File: config.mk
export PLATFORM = sky130hd
export DESIGN_NAME = rhht_ctrl
export DESIGN_NICKNAME = d
export VERILOG_FILES = /design/src/hdl/rhht_pkg.sv /design/src/hdl/rhht_ctrl.sv
export SDC_FILE = /design/constraint.sdc
export NUM_CORES = 1
export LEC_CHECK = 0
export ABC_AREA = 1
export BUFFER_PORTS_ARGS = -buffer_cell sky130_fd_sc_hd__buf_2
export CAP_MARGIN = 10
export CORE_AREA = 8 8 45 47
export CTS_CLUSTER_DIAMETER = 200
export DETAILED_ROUTE_END_ITERATION = 10
export DIE_AREA = 0 0 53 55
export PLACE_DENSITY = 0.66
export SLEW_MARGIN = 20
export SYNTH_ARGS = -nofsm -noshare
export SYNTH_HDL_FRONTEND = slang
export SYNTH_SLANG_ARGS = --single-unit
export TNS_END_PERCENT = 20
File: constraint.sdc
create_clock -name clock -period 1.4 [get_ports clock]
set_clock_uncertainty 0.1 [all_clocks]
set_input_delay 0.07 -clock clock [delete_from_list [all_inputs] [get_ports clock]]
set_output_delay 0.07 -clock clock [all_outputs]
set_load 0.02 [all_outputs]
File: src/hdl/rhht_pkg.sv
`default_nettype none
package rhht_pkg;

   localparam int DEFAULT_SLOTS      = 256;
   localparam int DEFAULT_KEY_BITS   = 32;
   localparam int DEFAULT_VALUE_BITS = 32;
   localparam int FILL_NUMERATOR     = 3;
   localparam int FILL_DENOMINATOR   = 4;
   localparam int MAX_ENTRIES_RESET =
      (DEFAULT_SLOTS * FILL_NUMERATOR) / FILL_DENOMINATOR;

   localparam int LIMIT_BITS = 9;
   localparam int TOTAL_BITS = 9;

   localparam logic [1:0] CMD_LOOKUP = 2'd0;
   localparam logic [1:0] CMD_INSERT = 2'd1;
   localparam logic [1:0] CMD_REMOVE = 2'd2;
   localparam logic [1:0] CMD_UNUSED = 2'd3;

   typedef struct packed {
      logic [1:0]  command;
      logic [31:0] key;
      logic [31:0] hash_value;
      logic [31:0] value_in;
   } req_type;

   typedef struct packed {
      logic                  hit;
      logic [31:0]           old_value;
      logic                  full_res;
      logic [TOTAL_BITS-1:0] entry_total;
   } rsp_type;

   typedef enum logic [3:0] {
      ST_CLEAR,
      ST_IDLE,
      ST_FIND_RD,
      ST_FIND_CHK,
      ST_PLACE_RD,
      ST_PLACE_CHK,
      ST_REM_RD,
      ST_REM_CHK,
      ST_DONE
   } state_type;

   typedef enum logic [3:0] {
      DP_NONE,
      DP_CLEAR_STEP,
      DP_LOAD,
      DP_FIND_STEP,
      DP_HIT,
      DP_HIT_UPDATE,
      DP_HIT_REMOVE,
      DP_FULL,
      DP_PLACE_START,
      DP_PLACE_STEP,
      DP_PLACE_FILL,
      DP_REM_STEP,
      DP_REM_END,
      DP_RESULT
   } dp_op_type;

   typedef struct packed {
      dp_op_type op;
   } ctl_cmd_type;

   typedef struct packed {
      logic [1:0] command;
      logic       slot_valid;
      logic       key_match;
      logic       probe_stop;
      logic       probe_last;
      logic       shift_stop;
      logic       at_limit;
      logic       clear_last;
      logic       rsp_busy;
   } ctl_status_type;

endpackage
`default_nettype wire

File: src/hdl/rhht_ctrl.sv
`default_nettype none
module rhht_ctrl
   import rhht_pkg::*;
(
   input  wire logic           clock,
   input  wire logic           reset,
   input  wire logic           req_valid,
   output logic                req_stall,
   input  wire ctl_status_type status,
   output ctl_cmd_type         cmd
);

   state_type state_ff, state_in;

   always_ff @(posedge clock) begin
      if (reset) begin
         state_ff <= ST_CLEAR;
      end else begin
         state_ff <= state_in;
      end
   end

   always_comb begin
      state_in  = state_ff;
      cmd.op    = DP_NONE;
      req_stall = (state_ff != ST_IDLE);
      case (state_ff)
         ST_CLEAR: begin
            cmd.op = DP_CLEAR_STEP;
            if (status.clear_last) begin
               state_in = ST_IDLE;
            end
         end
         ST_IDLE: begin
            if (req_valid) begin
               cmd.op   = DP_LOAD;
               state_in = ST_FIND_RD;
            end
         end
         ST_FIND_RD: begin
            if (status.command inside {CMD_LOOKUP, CMD_INSERT, CMD_REMOVE}) begin
               state_in = ST_FIND_CHK;
            end else begin
               state_in = ST_DONE;
            end
         end
         ST_FIND_CHK: begin
            if (status.slot_valid && !status.probe_stop && status.key_match) begin
               case (status.command)
                  CMD_INSERT: cmd.op = DP_HIT_UPDATE;
                  CMD_REMOVE: cmd.op = DP_HIT_REMOVE;
                  default:    cmd.op = DP_HIT;
               endcase
               state_in = (status.command == CMD_REMOVE) ? ST_REM_RD : ST_DONE;
            end else if (status.slot_valid && !status.probe_stop && !status.probe_last) begin
               cmd.op   = DP_FIND_STEP;
               state_in = ST_FIND_RD;
            end else if (status.command == CMD_INSERT) begin
               if (status.at_limit) begin
                  cmd.op   = DP_FULL;
                  state_in = ST_DONE;
               end else begin
                  cmd.op   = DP_PLACE_START;
                  state_in = ST_PLACE_RD;
               end
            end else begin
               state_in = ST_DONE;
            end
         end
         ST_PLACE_RD: begin
            state_in = ST_PLACE_CHK;
         end
         ST_PLACE_CHK: begin
            if (!status.slot_valid) begin
               cmd.op   = DP_PLACE_FILL;
               state_in = ST_DONE;
            end else begin
               cmd.op   = DP_PLACE_STEP;
               state_in = ST_PLACE_RD;
            end
         end
         ST_REM_RD: begin
            state_in = ST_REM_CHK;
         end
         ST_REM_CHK: begin
            if (status.shift_stop) begin
               cmd.op   = DP_REM_END;
               state_in = ST_DONE;
            end else begin
               cmd.op   = DP_REM_STEP;
               state_in = ST_REM_RD;
            end
         end
         ST_DONE: begin
            if (!status.rsp_busy) begin
               cmd.op   = DP_RESULT;
               state_in = ST_IDLE;
            end
         end
         default: begin
            state_in = ST_CLEAR;
         end
      endcase
   end

endmodule
`default_nettype wire

Word level (Yosys, flattened, before mapping)
Cells that the tools add are included.
{ "word_totals": {"regBits": 4, "ramBits": 0, "output_inout_bits": 5, "mem_bits_ro": 0, "in_bits": 13, "memories": 0, "latchBits": 0, "elab_cells": 46} }
{ "op_classes": {"order_cmp": 0, "n_reduce_logical": 9, "n_mul": 0, "shift": 0, "eq_ne": 14, "div": 0, "n_mux": 22, "addsub": 0, "n_bitwise": 0} }
{ "op_table": {"columns": ["cell", "n"], "rows": [
  ["$mux W4", 16],
  ["$pmux W4 S9", 1],
  ["$pmux W4 S6", 1],
  ["$eq A4 B3 Y1 const B", 4],
  ["$eq A4 B2 Y1 const B", 2],
  ["$ne A2 B2 Y1 const B", 3],
  ["$eq A4 B1 Y1 const B", 1],
  ["$eq A4 B4 Y1 const B", 1],
  ["$logic_not A4 Y1", 1],
  ["$mux W2", 2],
  ["$ne A4 B1 Y1 const B", 1],
  ["$pmux W2 S2", 1],
  ["$logic_and A1 B1 Y1", 3],
  ["$mux W3", 1],
  ["$reduce_and A3 Y1", 1],
  ["$reduce_bool A3 Y1", 1],
  ["$eq A2 B1 Y1 const B", 1],
  ["$eq A2 B2 Y1 const B", 1],
  ["$logic_not A1 Y1", 2],
  ["$logic_not A2 Y1", 1]
]} }

Longest topological paths before layout
{ "depth": {"word_depth": 6, "depth_mapped": 8, "ltp_nobuf": 8} }

Worst setup path after synthesis
Ideal clock, no wire load.
{ "synth_path": {"kind": "reg-to-output", "startpoint": "register state_ff[3]", "endpoint": "output cmd[0] (netlist name)", "n_path_buf": 0, "required_time_ns": 1.230, "stages_incl_launch_ff": 6, "path_slack_ns": 0.227, "arrival_time_ns": 1.003, "cell_sequence": "dfxtp_1 -> nor2_4 -> nand3_2 -> o21ai_0 -> nor3b_1 -> nand2_1"} }
{ "synth_rtl": {"columns": ["item", "line_no", "text"], "rows": [
  ["start: declaration", "rhht_ctrl.sv:13", "state_type state_ff, state_in;"],
  ["start signal: assignment", "rhht_ctrl.sv:19", "state_ff <= state_in;"],
  ["end: declaration", "rhht_ctrl.sv:10", "output ctl_cmd_type cmd"]
]} }

==> reports/qor.yml <==
die_x_um: 53
hold_path_depth: 4
syn_area_um2: 538
cp_data_required_time_ps: 1230
syn_avg_cell_area_um2: 5.43
power_uw: 596
fillCellCount: 144
cts.sinks: 4
p_leak_nw: 0.440
ys_seq_area_frac: 0.149
grt_pass1_wl_um: 2680
clockPowerShare: 0.235
wl_per_cell_um: 11.3
slew_headroom: 0.840
p_sw_frac: 0.414
yosysUniqueCellTypes: 17
drive_gt1_frac: 0.395
syn-num-nets: 112
path_class: "reg2out"
largest_reg_flops: 4
final_cells: 140
ir_drop_mv: 0.510
vias: 695
fp.coreArea_mm2: 0.00138
hp-class: "in2reg"
pwr-share-seq: 0.262
hold_violations: 0
fmax_mhz: 704
drt-initial-drc-count: 7
rsz0062_at_grt: "true"
numCtsBuffers: 3
worstReg2RegEnd: "state_ff[0]"
combinationalPowerShare: 0.502
rows: 14
grt_pass1_vias: 682
maxSlewViolCount: 0
groute.usage.overall: 0.121
drt_pass1_iterations: 4
tns_ps: -39.6
grt_max_degree: 7
yosysWarnings: 0
clkLatencyLatePin_ps: 230
hpwlAfterDp_um: 1220
hold_path_end: "state_ff[0]"
setup_viol: 4
failed_checks: "negative setup slack"
syn_to_final_growth_pct: 43.0
hold_start: "req_valid"
finalCriticalPeriod_ps: 1420
start_util: 0.389
cts_tree: "done"
r2r_cells: 7
clk_pin_slew_ps: 40
grt-ovfl-total: 0
synth-seq-cells: 4
netlist_instances: 99
top_register: "state_ff"
cts-root-buf: "clkbuf_4"
antenna_found_initial: 0
final_nets: 139
power.density_mw_per_mm2: 774
multi_input_comb_area_um2: 417
antennaDiodeCount: 0
cap_violations: 0
ant_nets: 0
gp_congestion: 0.895
worstSetupStartpointType: "flop"
biggestRegsByFlops: "state_ff x4"
cts_buffer_depth: 2
cp-end-kind: "primary output"
drc: 0
dp_cells: 132
status: "finished with violations"
r2r_start: "state_ff[2]"
fin_crit_sh: 1.01
io_buffers: 17
die_area_mm2: 0.00292
tightest_slew_ps: 239
ioPinCount: 18
final-seq-area_um2: 95.1
vias_per_cell: 4.96
switchingPower_uw: 247
drt_wl_total_um: 1580
die_h_um: 55
cts_max_level: 1
arrival_ps: 1250
worstPathMaxFanout: 5
p_int_uw: 349
setup_slack_ps: -20.2
rrSetupSlack_ps: 130
-- power groups by stage --
stage               clock network [mW]  registers, mW  logic (mW)
detailed placement                   0          0.143       0.252
global placement                     0          0.142       0.250
global route                     0.155          0.158       0.336
finish                           0.140          0.156       0.299
CTS                              0.150          0.154       0.289
floorplan                            0          0.141       0.177
-- cell type report --
| type | count | share of cell area |
|---|---|---|
| Multi-Input combinational cell | 77 | 0.541 |
| Tap cell | 16 | 0.0260 |
| Timing Repair Buffer | 22 | 0.185 |
| Clock buffer | 3 | 0.0293 |
| Inverter | 18 | 0.0943 |
| Sequential cell | 4 | 0.124 |
-- worst max path at each step --
| stage | start | to | slack [ps] | cells past startpoint |
|---|---|---|---|---|
| after global placement | state_ff[3] | cmd[0] | 70 | 6 |
| after global routing | state_ff[0] | cmd[0] | -110 | 7 |
| after floorplan | state_ff[3] | cmd[0] | 230 | 5 |
| after CTS | state_ff[2] | cmd[0] | -50 | 7 |
| after detailed placement | state_ff[3] | cmd[0] | 80 | 6 |
| final | state_ff[2] | cmd[0] | -20 | 7 |
-- cell families (layout without fill, tap and decap cells) --
family                 after synthesis  after routing  share of synthesized area
AO/OA/AOI/OAI                        3              3                     0.0325
buffers and inverters               18             43                      0.126
flip-flops                           4              4                      0.149
AND/OR/NAND/NOR                     74             74                      0.693
-- timing repair --
item / CTS / global route
hold buffers: 1 / 0
setup endpoints to repair: 4 / 4
setup buffers: 3 / 1
pin swaps: 5 / 3
gates resized for setup: 19 / 7
endpoints found under the hold margin: 2 / 0
-- critical path, stage by stage, from the launching register on --
cell	delay (ps)
dfxtp_4	370
inv_4	40
nor2_4	130
nand2_1	110
nor2_2	120
nor3b_2	60
nand2_1	70
buf_6	110
-- layer usage --
layer	vias to the layer above	share of wire	track usage
li1	367	-	-
met1	301	0.39	0.116
met2	19	0.52	0.219
met3	8	0.048	0.0267
met4	0	0.036	0.103
met5	-	0	0
-- cells in the final DEF (no fill, tap or decap) --
cell	netlist	layout
nor2_1	14	12
o21ai_2	0	1
nand3_1	16	16
nand2_1	26	25
nor2_4	2	4
a21oi_1	1	1
buf_6	0	2
dlygate4sd3_1	0	1
buf_4	0	6
dfxtp_4	0	4
o211ai_1	1	1
buf_2	0	13
nand2_2	2	3
inv_1	15	13
nand3_2	2	2
nor2_2	4	4
clkbuf_4	0	3
nand3b_1	4	4
nand4_1	2	2
inv_4	0	2
nand4_2	1	1
inv_2	3	3
nor3b_2	0	1
-- per-stage QoR --
stage / area [um2] / setup WS (ps) / utilization / hold slack, ps
after floorplan: 538 / 227 / - / 36.9
after global placement: 643 / 66.4 / 0.465 / 168
after detailed placement: 643 / 81.3 / 0.465 / 174
after CTS: 741 / -49.2 / 0.535 / 99.3
after global routing: 769 / -114 / 0.556 / 129
final: 769 / -20.2 / 0.556 / 94.5
-- Yosys cell counts --
| cell type | n | area (um2) |
|---|---|---|
| nand2_1 | 26 | 97.6 |
| nand3_1 | 16 | 80.1 |
| inv_1 | 15 | 56.3 |
| nor2_1 | 14 | 52.6 |
| dfxtp_1 | 4 | 80.1 |
| nand3b_1 | 4 | 30.0 |
| nor2_2 | 4 | 25.0 |
| inv_2 | 3 | 11.3 |
| nand2_2 | 2 | 12.5 |
| nand3_2 | 2 | 20.0 |
| nand4_1 | 2 | 12.5 |
| nor2_4 | 2 | 22.5 |
| a21oi_1 | 1 | 5.00 |
| nand4_2 | 1 | 12.5 |
| nor3b_1 | 1 | 7.51 |
| o211ai_1 | 1 | 7.51 |
| o21ai_0 | 1 | 5.00 |
Note: power is estimated with default switching activity, not from simulation.
